<file path="config.mk">
export PLATFORM = sky130hd
export DESIGN_NAME = parallel_port_to_usb_message_bridge_top
export DESIGN_NICKNAME = d
export VERILOG_FILES = /design/src/ppub_pkg.sv /design/src/parallel_port_to_usb_message_bridge_top.sv
export SDC_FILE = /design/constraint.sdc
export NUM_CORES = 1
export LEC_CHECK = 0
export BUFFER_PORTS_ARGS = -buffer_cell sky130_fd_sc_hd__buf_2
export CAP_MARGIN = 10
export CORE_MARGIN = 2
export CORE_UTILIZATION = 55
export DETAILED_ROUTE_END_ITERATION = 10
export GPL_TIMING_DRIVEN = 0
export PLACE_DENSITY = 0.83
export SYNTH_ARGS = -nofsm -noshare
export SYNTH_HDL_FRONTEND = slang
export SYNTH_SLANG_ARGS = --single-unit
export TNS_END_PERCENT = 30
</file>
<file path="constraint.sdc">
create_clock -name clk -period 4.66 [get_ports clk]
set_clock_uncertainty 0.15 [all_clocks]
set_input_delay 0.466 -clock clk [delete_from_list [all_inputs] [get_ports clk]]
set_output_delay 0.466 -clock clk [all_outputs]
set_load 0.02 [all_outputs]
</file>
<file path="src/ppub_pkg.sv">
// ---------------------------------------------------------------------------
// ppub_pkg
// shared types and constants for the parallel port message bridge
// ---------------------------------------------------------------------------
package ppub_pkg;

  // host IN packet size in bytes
  localparam int PACKET_SIZE = 64;
  localparam int FILL_W      = 10;
  // header bytes forwarded in one burst
  localparam int HDR_LEN     = 6;
  localparam int RIDX_W      = 3;

  // message phase, one step per port strobe
  typedef enum logic [3:0] {
    PH_CHAN      = 4'd0,
    PH_CMD       = 4'd1,
    PH_PARAM_A   = 4'd2,
    PH_PARAM_B   = 4'd3,
    PH_LEN_LO    = 4'd4,
    PH_LEN_HI    = 4'd5,
    PH_DATA_IN   = 4'd6,
    PH_TURN      = 4'd7,
    PH_RET_CODE  = 4'd8,
    PH_RLEN_LO   = 4'd9,
    PH_RLEN_HI   = 4'd10,
    PH_REPLY     = 4'd11,
    PH_FINISH    = 4'd12
  } phase_t;

  // host OUT bytes taken by a step
  localparam logic [1:0] TAKE_NONE   = 2'd0;
  localparam logic [1:0] TAKE_ONE    = 2'd1;
  localparam logic [1:0] TAKE_HEADER = 2'd3;

endpackage

</file>
<file path="src/parallel_port_to_usb_message_bridge_top.sv">
// ---------------------------------------------------------------------------
// parallel_port_to_usb_message_bridge_top
// strobe-driven message bridge between a byte-wide parallel port and host
// IN/OUT byte streams
// ---------------------------------------------------------------------------
// One input transfer is one port strobe. The message state is updated in the
// cycle the strobe is accepted and its results land in a result register that
// drains one result transfer per cycle while the receiver is ready. A strobe
// giving one result frees the input as that result is transferred, so such
// strobes can follow back to back; the length-high strobe gives the six header
// bytes, the input side held while the result register drains them. The
// next strobe is taken in the same cycle the final result of the previous one
// is transferred.
module parallel_port_to_usb_message_bridge_top (
  input  logic       clk,
  input  logic       rst_n,
  // strobe channel
  input  logic       in_valid,
  output logic       in_ready,
  input  logic [7:0] in_bus_byte,
  input  logic       in_reset_seen,
  input  logic [7:0] in_host_next0,
  input  logic [7:0] in_host_next1,
  input  logic [7:0] in_host_next2,
  // result channel
  output logic       out_valid,
  input  logic       out_ready,
  output logic       out_in_push,
  output logic [7:0] out_in_byte,
  output logic       out_in_flush,
  output logic [7:0] out_port_byte,
  output logic       out_port_drive,
  output logic [1:0] out_host_taken,
  output logic       out_host_release,
  output logic       out_last
);
  import ppub_pkg::*;

  // message state
  phase_t              phase_r, phase_nxt;
  logic [7:0]          chan_r, chan_nxt;
  logic [7:0]          cmd_r, cmd_nxt;
  logic [7:0]          param_a_r, param_a_nxt;
  logic [7:0]          param_b_r, param_b_nxt;
  logic [15:0]         count_r, count_nxt;
  logic [FILL_W-1:0]   fill_r, fill_nxt;
  logic [7:0]          port_r, port_nxt;
  logic                drive_r, drive_nxt;

  // result register
  logic                res_valid_r;
  logic [RIDX_W-1:0]   res_n_r, res_idx_r;
  logic [7:0]          res_byte_r [HDR_LEN];
  logic [HDR_LEN-1:0]  res_flush_r;
  logic                res_push_r;
  logic [7:0]          res_port_r;
  logic                res_drive_r;
  logic [1:0]          res_taken_r;
  logic                res_release_r;

  // step outputs
  logic [RIDX_W-1:0]   st_n;
  logic [7:0]          st_byte [HDR_LEN];
  logic [HDR_LEN-1:0]  st_flush;
  logic                st_push;
  logic [1:0]          st_taken;
  logic                st_release;

  logic                in_xfer, out_xfer, res_last;
  logic [15:0]         count_dec;
  logic [FILL_W-1:0]   fill_inc;

  assign res_last = (res_idx_r == res_n_r - RIDX_W'(1));
  assign out_xfer = res_valid_r && out_ready;
  assign in_ready = !res_valid_r || (out_ready && res_last);
  assign in_xfer  = in_valid && in_ready;

  assign count_dec = count_r - 16'd1;
  assign fill_inc  = fill_r + FILL_W'(1);

  // one strobe of the message state machine
  always_comb begin
    phase_nxt   = phase_r;
    chan_nxt    = chan_r;
    cmd_nxt     = cmd_r;
    param_a_nxt = param_a_r;
    param_b_nxt = param_b_r;
    count_nxt   = count_r;
    fill_nxt    = fill_r;
    port_nxt    = port_r;
    drive_nxt   = drive_r;
    st_n        = RIDX_W'(1);
    st_push     = 1'b0;
    st_taken    = TAKE_NONE;
    st_release  = 1'b0;
    st_flush    = '0;
    for (int i = 0; i < HDR_LEN; i++) begin
      st_byte[i] = 8'd0;
    end
    unique case (phase_r)
      PH_CHAN: begin
        chan_nxt  = in_bus_byte;
        phase_nxt = PH_CMD;
      end
      PH_CMD: begin
        cmd_nxt   = in_bus_byte;
        phase_nxt = PH_PARAM_A;
      end
      PH_PARAM_A: begin
        param_a_nxt = in_bus_byte;
        phase_nxt   = PH_PARAM_B;
      end
      PH_PARAM_B: begin
        param_b_nxt = in_bus_byte;
        phase_nxt   = PH_LEN_LO;
      end
      PH_LEN_LO: begin
        count_nxt = {count_r[15:8], in_bus_byte};
        phase_nxt = PH_LEN_HI;
      end
      PH_LEN_HI: begin
        // header burst; fill never reaches the packet size twice in six bytes
        count_nxt  = {in_bus_byte, count_r[7:0]};
        phase_nxt  = (count_nxt != 16'd0) ? PH_DATA_IN : PH_TURN;
        st_n       = RIDX_W'(HDR_LEN);
        st_push    = 1'b1;
        st_byte[0] = chan_r;
        st_byte[1] = cmd_r;
        st_byte[2] = param_a_r;
        st_byte[3] = param_b_r;
        st_byte[4] = count_r[7:0];
        st_byte[5] = in_bus_byte;
        for (int i = 0; i < HDR_LEN - 1; i++) begin
          st_flush[i] = (fill_r + FILL_W'(i + 1)) == FILL_W'(PACKET_SIZE);
        end
        st_flush[HDR_LEN-1] = 1'b1;
        fill_nxt = '0;
      end
      PH_DATA_IN: begin
        count_nxt  = count_dec;
        st_push    = 1'b1;
        st_byte[0] = in_bus_byte;
        if (count_dec == 16'd0 || fill_inc >= FILL_W'(PACKET_SIZE)) begin
          st_flush[0] = 1'b1;
          fill_nxt    = '0;
        end else begin
          fill_nxt = fill_inc;
        end
        if (count_dec == 16'd0) begin
          phase_nxt = PH_TURN;
        end
      end
      PH_TURN: begin
        phase_nxt = PH_RET_CODE;
        drive_nxt = 1'b1;
      end
      PH_RET_CODE: begin
        port_nxt  = in_host_next0;
        count_nxt = {in_host_next2, in_host_next1};
        st_taken  = TAKE_HEADER;
        phase_nxt = PH_RLEN_LO;
      end
      PH_RLEN_LO: begin
        port_nxt  = count_r[7:0];
        phase_nxt = PH_RLEN_HI;
      end
      PH_RLEN_HI: begin
        port_nxt  = count_r[15:8];
        phase_nxt = (count_r != 16'd0) ? PH_REPLY : PH_FINISH;
      end
      PH_REPLY: begin
        port_nxt  = in_host_next0;
        st_taken  = TAKE_ONE;
        count_nxt = count_dec;
        if (count_dec == 16'd0) begin
          phase_nxt = PH_FINISH;
        end
      end
      PH_FINISH: begin
        st_release = 1'b1;
        drive_nxt  = 1'b0;
        phase_nxt  = PH_CHAN;
      end
      default: begin
        drive_nxt = 1'b0;
        phase_nxt = PH_CHAN;
      end
    endcase
    // bus reset seen during acknowledge
    if (in_reset_seen) begin
      phase_nxt = PH_CHAN;
      drive_nxt = 1'b0;
    end
  end

  // message state registers
  always_ff @(posedge clk) begin
    if (!rst_n) begin
      phase_r   <= PH_CHAN;
      chan_r    <= '0;
      cmd_r     <= '0;
      param_a_r <= '0;
      param_b_r <= '0;
      count_r   <= '0;
      fill_r    <= '0;
      port_r    <= '0;
      drive_r   <= 1'b0;
    end else if (in_xfer) begin
      phase_r   <= phase_nxt;
      chan_r    <= chan_nxt;
      cmd_r     <= cmd_nxt;
      param_a_r <= param_a_nxt;
      param_b_r <= param_b_nxt;
      count_r   <= count_nxt;
      fill_r    <= fill_nxt;
      port_r    <= port_nxt;
      drive_r   <= drive_nxt;
    end
  end

  // result register control
  always_ff @(posedge clk) begin
    if (!rst_n) begin
      res_valid_r <= 1'b0;
      res_n_r     <= '0;
      res_idx_r   <= '0;
    end else if (in_xfer) begin
      res_valid_r <= 1'b1;
      res_n_r     <= st_n;
      res_idx_r   <= '0;
    end else if (out_xfer) begin
      if (res_last) begin
        res_valid_r <= 1'b0;
      end else begin
        res_idx_r <= res_idx_r + RIDX_W'(1);
      end
    end
  end

  // result payload
  always_ff @(posedge clk) begin
    if (in_xfer) begin
      for (int i = 0; i < HDR_LEN; i++) begin
        res_byte_r[i] <= st_byte[i];
      end
      res_flush_r   <= st_flush;
      res_push_r    <= st_push;
      res_port_r    <= port_nxt;
      res_drive_r   <= drive_nxt;
      res_taken_r   <= st_taken;
      res_release_r <= st_release;
    end
  end

  // result transfer fields
  assign out_valid        = res_valid_r;
  assign out_in_push      = res_push_r;
  assign out_in_byte      = res_byte_r[res_idx_r];
  assign out_in_flush     = res_flush_r[res_idx_r];
  assign out_port_byte    = res_port_r;
  assign out_port_drive   = res_drive_r;
  assign out_host_taken   = res_last ? res_taken_r : TAKE_NONE;
  assign out_host_release = res_last ? res_release_r : 1'b0;
  assign out_last         = res_last;

  // a new strobe only enters when the previous results are done
  a_accept_free: assert property (@(posedge clk) disable iff (!rst_n)
    (in_valid && in_ready && res_valid_r) |-> (out_ready && res_last))
    else $error("strobe accepted over pending results");

  // releasing the OUT packet always hands the port back
  a_release_input: assert property (@(posedge clk) disable iff (!rst_n)
    (out_valid && out_host_release) |-> !out_port_drive)
    else $error("port still driven at release");

  // a flush only ends a pushed byte
  a_flush_push: assert property (@(posedge clk) disable iff (!rst_n)
    (out_valid && out_in_flush) |-> out_in_push)
    else $error("flush without push");

  // packet fill stays below the packet size
  a_fill_range: assert property (@(posedge clk) disable iff (!rst_n)
    fill_r < FILL_W'(PACKET_SIZE))
    else $error("packet fill out of range");

  // result index never runs past the burst length
  a_idx_range: assert property (@(posedge clk) disable iff (!rst_n)
    res_valid_r |-> (res_idx_r < res_n_r))
    else $error("result index past burst");

endmodule

</file>
==> impl_metrics.json, run 1 <==
{
  "leakage_nw": 3.39,
  "place_congestion": 0.971,
  "r2r_cells": 10,
  "cts_tree": "yes",
  "post-route-period-util_pct": 72.8,
  "root_buffer": "clkbuf_16",
  "io_pins": 62,
  "seqCellArea_um2": 3610,
  "dpl.hpwl_um": 14800,
  "status": "completed",
  "core_area_um2": 13800,
  "grt_pass1_wl_um": 33100,
  "clockBufferDepth": 2,
  "ys_ff_latch": 147,
  "wirelength_um": 21100,
  "avgSynthCellArea_um2": 9.54,
  "cts.sinks": 147,
  "clk_latency_ns": 0.43,
  "die_w_um": 123,
  "vias": 6820,
  "hold_depth": 3,
  "ys.warnings.count": 0,
  "worstPathMaxFanout": 9,
  "synth_top_area_share_pct": 25.9,
  "rsz0062_at_grt": "false",
  "synth.most_common_cell": "nand2_1",
  "die_y_um": 123,
  "worstPathArrival_ns": 3.56,
  "antenna_cells": 0,
  "setup_viol": 0,
  "netlist_area_um2": 7750,
  "synth_largest_area_cell": "edfxtp_1",
  "powerDensity_nw_per_um2": 328,
  "first_pass_iters": 7,
  "max_freq_ghz": 0.295,
  "crit_required_ns": 4.82,
  "grt_pass1_vias": 6180,
  "ir_drop_v": 0.000206,
  "slew_headroom_pct": 34.7,
  "multi_input_area_um2": 3800,
  "wl_per_cell_um": 19.5,
  "htreeDepth": 4,
  "fin_crit_ns": 3.39,
  "placed_area_um2": 8280,
  "initial_utilization_pct": 56.1,
  "fill_cells": 1094,
  "hold_violations": 0,
  "grt_start_max_net_pins": 49,
  "area_delta_synth_final_pct": 14.1,
  "max_cap_violations": 0,
  "synth_cell_type_count": 65,
  "power.total_mw": 2.90,
  "drtAntennaViolNets": 0,
  "overflow": 0,
  "cts_made_buffers": 17,
  "final_area_um2": 8850,
  "drive_gt1_share_pct": 12.7,
  "synth_area_leaders": "edfxtp_1 26%, dfxtp_1 21%, nand2_1 4.4%, and3_1 3.6%, mux2i_1 3.4%",
  "grt_usage_pct": 28.9,
  "synth_ff_type": "dfxtp_1",
  "postCtsSetupRepairBufs": 0,
  "async_flop_share_pct": 0,
  "synth-edff-count": 67,
  "cts_resized": 0,
  "viasPerCell": 6.31,
  "worstMarginPinSlew_ns": 0.972,
  "syn_inst": 813,
  "portBuffers": 54,
  "slew_violations": 0,
  "synth_nets": 862,
  "dieArea_um2": 15100,
  "synth_common_cells": "90 x nand2_1, 80 x dfxtp_1, 67 x edfxtp_1",
  "ys_seq_area_share_pct": 46.6,
  "fp-row-count": 43,
  "start_kind": "register",
  "antenna_found_initial": 0,
  "worstSetupEndpointType": "register",
  "critPathKind": "register to register",
  "cts.clk_slew.worst_paths_ns": 0.06,
  "hold_path.class": "input pin to register",
  "drtIter0Drc": 747,
  "drc": 0,
  "fin_nets": 936,
  "ctsHoldBuffers": 0
}
[state kept, by name, indices dropped and copies added (netlist names), 2 cells and up, named ones only]
signal / flops
res_byte_r: 48
count_r: 16
fill_r: 10
chan_r: 8
cmd_r: 8
out_port_byte: 8
param_a_r: 8
param_b_r: 8
port_r: 8
res_flush_r: 6
phase_r: 4
res_idx_r: 3
res_n_r: 2
res_taken_r: 2
[through the flow]
step | hold WS (ns) | std cells | worst slack, ns | TNS, ns | utilization (%)
3_5_place_dp | 0.292 | 1048 | 1.34 | 0 | 59.9
4_1_cts | 0.149 | 1080 | 1.23 | 0 | 64.0
3_3_place_gp | 0.288 | 1047 | -0.347 | -25.44 | 59.7
2_1_floorplan | 0.281 | 813 | 0.296 | 0 | -
5_1_grt | 0.182 | 1080 | 0.955 | 0 | 64.0
6_report | 0.165 | 1080 | 1.27 | 0 | 64.0
[worst max-delay path: stages (launching register included)]
cell       delay [ns]
dfxtp_1          0.29
clkbuf_1         0.21
inv_1            0.27
ha_1             0.36
or3b_1           0.44
o31ai_1          0.29
o2111ai_1        0.22
nor4_4           0.45
nor3_1           0.18
o21a_1           0.22
a32o_1           0.20
[metal layers]
metal  vias to the layer above  global-route usage (%)  share of wire (%)
met5                         -                       0                  0
met4                         0                    11.9                2.2
met3                        55                    5.11                9.5
met2                       405                    44.5                 46
met1                      3210                    40.4                 42
li1                       3150                       -                  -
[layout by cell type, fill, tap and decap left out, types with 6 or more instances in the layout]
| cell | count |
|---|---|
| mux2i_1 | 26 |
| buf_2 | 60 |
| a22oi_1 | 11 |
| nand3_1 | 40 |
| a21boi_1 | 20 |
| clkbuf_16 | 17 |
| o21ai_0 | 43 |
| o211ai_1 | 12 |
| xnor2_1 | 8 |
| mux4_2 | 8 |
| a22o_1 | 9 |
| dfxtp_1 | 80 |
| a31oi_1 | 7 |
| a21boi_0 | 15 |
| and3_1 | 45 |
| edfxtp_1 | 67 |
| ha_1 | 12 |
| nor2_1 | 48 |
| a21oi_1 | 23 |
| nor2b_1 | 23 |
| clkbuf_1 | 69 |
| nand2b_1 | 7 |
| nand2_1 | 90 |
| nor3_1 | 26 |
| nor4_1 | 6 |
| nand4_1 | 7 |
| and2_1 | 10 |
| inv_1 | 12 |
| mux2_2 | 8 |
[cell type report]
type | instances | share of cell area (%)
clock inverters | 9 | 1.20
plain buffers | 73 | 3.27
flip-flops and latches | 147 | 40.8
repair buffers | 55 | 3.37
well taps | 180 | 2.55
inverters | 13 | 0.608
clock buffers | 23 | 5.18
multi-input cells | 580 | 43.0
[cell families (layout without fill, tap and decap cells)]
logic type,Yosys count,after routing,synth area share [%]
muxes,43,43,7.18
xor gates and xnor gates,10,10,1.13
AOI/OAI and AO/OA,189,189,16.8
DFF,147,147,46.6
and+or+nand+nor,326,326,22.0
adders and majority gates,12,12,1.94
buffers and inverters,86,173,4.37
[power by group]
| part | total, mW | internal [mW] | switching [mW] | leakage, nW |
|---|---|---|---|---|
| clock network | 1.31 | 0.800 | 0.512 | 0.271 |
| registers | 1.39 | 1.38 | 0.0128 | 1.31 |
| logic | 0.197 | 0.0680 | 0.129 | 1.81 |
[path summary, 6_finish.rpt]
check,to,from,slack (ns)
setup / recovery,phase_r[0],count_r[1],1.27
setup reg to reg,phase_r[0],count_r[1],1.27
hold reg to reg,cmd_r[6],cmd_r[6],0.30
hold / removal,out_valid,in_valid,0.17
(Power assumes the default switching activity.)
==> run 2: changes to the inputs <==
- PLACE_DENSITY: 0.83 -> 0.86
- clock period: 4.66 -> 3 ns (I/O delays scaled with it)
==> impl_metrics.json, run 2 (synthesized netlist as in run 1, its figures left out) <==
{
  "area_delta_synth_final_pct": 14.9,
  "critPathKind": "register to register",
  "leakage_nw": 3.40,
  "antenna_found_initial": 0,
  "reg_top3": "res_byte_r (48), count_r (16), fill_r (10)",
  "grt_pass1_vias": 6247,
  "root_buffer": "clkbuf_16",
  "status": "completed",
  "crit_required_ns": 3.19,
  "htreeDepth": 4,
  "grt_pass1_wl_um": 32900,
  "internal-power_mw": 3.54,
  "portBuffers": 54,
  "drive_gt1_share_pct": 14.6,
  "largest-register": "res_byte_r",
  "powerDensity_nw_per_um2": 512,
  "combPwrFrac_pct": 6.6,
  "place_inst": 1047,
  "grt_start_max_net_pins": 77,
  "hold_ws_ns": 0.0866,
  "clk_latency_ns": 0.43,
  "viasPerCell": 6.34,
  "worstPathArrival_ns": 3.13,
  "setup_viol": 0,
  "rsz0062_at_grt": "true",
  "max_freq_ghz": 0.341,
  "drtIter0Drc": 683,
  "fill_cells": 1090,
  "die_y_um": 123,
  "hold_path.class": "input pin to register",
  "final_common_cell": "nand2_1",
  "hold_depth": 3,
  "post-route-period-util_pct": 97.9,
  "most-common-layout-cells": "90 x nand2_1, 80 x dfxtp_1, 67 x edfxtp_1",
  "worstSetupEndpointType": "register",
  "placed_area_um2": 8250,
  "first_pass_iters": 6,
  "worstMarginPinSlew_ns": 0.755,
  "initial_utilization_pct": 56.1,
  "ir_drop_v": 0.000312,
  "dpl.hpwl_um": 14600,
  "cts.sinks": 147,
  "power.total_mw": 4.57,
  "largest_reg_flops": 48,
  "slew_headroom_pct": 49.3,
  "fin_nets": 933,
  "antenna_cells": 0,
  "dieArea_um2": 15100,
  "overflow": 0,
  "slew_violations": 0,
  "start_kind": "register",
  "final_cells": 1077,
  "fin_crit_ns": 2.94,
  "vias": 6823,
  "wl_per_cell_um": 19.6,
  "final_area_um2": 8910,
  "tns_ns": 0,
  "cts_made_buffers": 17,
  "hold_violations": 0,
  "r2r_cells": 7,
  "fp-row-count": 43,
  "regToRegSetupSlack_ns": 0.06,
  "worstPathMaxFanout": 8,
  "pwr-share-seq_pct": 47.5,
  "cts_tree": "yes",
  "die_w_um": 123,
  "power_switching_share_pct": 22.4,
  "cts.clk_slew.worst_paths_ns": 0.06,
  "drtAntennaViolNets": 0,
  "p_switching_mw": 1.02,
  "max_cap_violations": 0,
  "clockPowerShare_pct": 45.9,
  "place_congestion": 0.982,
  "io_pins": 62,
  "grt_usage_pct": 28.7,
  "core_area_um2": 13800,
  "wirelength_um": 21100,
  "drc": 0,
  "clockBufferDepth": 2
}
==> run 2: cell type report <==
| type | instances | area, µm² | area share (%) |
|---|---|---|---|
| clock buffer | 20 | 437 | 4.90 |
| multi-input combinational | 580 | 3870 | 43.5 |
| clock inverter | 12 | 138 | 1.54 |
| timing repair buffer | 56 | 288 | 3.23 |
| tap | 180 | 225 | 2.53 |
| inverter | 13 | 53.8 | 0.604 |
| buffer | 69 | 284 | 3.19 |
| sequential | 147 | 3610 | 40.5 |
==> run 2: metrics by stage <==
stage | setup WS (ns) | util, %
3_5_place_dp | -0.311 | 59.7
2_1_floorplan | 0.128 | -
4_1_cts | 0.0339 | 64.1
3_3_place_gp | -0.295 | 59.7
5_1_grt | -0.0925 | 64.5
6_report | 0.0639 | 64.5
==> run 2: path summary, 6_finish.rpt <==
| path | end | start |
|---|---|---|
| max | fill_r[4] | count_r[9] |
| min | cmd_r[2] | in_bus_byte[2] |
| max reg2reg | fill_r[4] | count_r[9] |
| min reg2reg | cmd_r[6] | cmd_r[6] |
==> run 2: power groups by stage <==
| stage | logic, mW | clock network [mW] | registers, mW |
|---|---|---|---|
| 2_1_floorplan | 0.182 | 0 | 2.21 |
| 3_3_place_gp | 0.288 | 0 | 2.21 |
| 3_5_place_dp | 0.292 | 0 | 2.21 |
| 4_1_cts | 0.294 | 2.09 | 2.17 |
| 5_1_grt | 0.324 | 2.17 | 2.17 |
| 6_report | 0.301 | 2.10 | 2.17 |
==> run 2: what timing repair did <==
action,in CTS,in global routing
resized for setup,9,13
endpoints found under the setup margin,86,52
pin swaps,1,0
hold buffers,1,0
cloned,0,0
buffers inserted,1,0
endpoints found under the hold margin,1,0
==> run 2: metal layers <==
metal / GRT usage [%] / share of wire (%) / routed length, µm
met1: 38.5 / 41 / 8750
met2: 43.4 / 45 / 9440
met3: 7.76 / 11 / 2220
met4: 12.9 / 3.3 / 688
met5: 0.694 / 0 / 0
==> run 2: worst max-delay path, cell delays in order, from the launching register on <==
cell	delay [ns]
dfxtp_1	0.41
nor3_1	0.66
nand4_1	0.22
xnor2_1	0.35
nor4_4	0.10
buf_4	0.17
or4b_4	0.59
o31ai_2	0.19
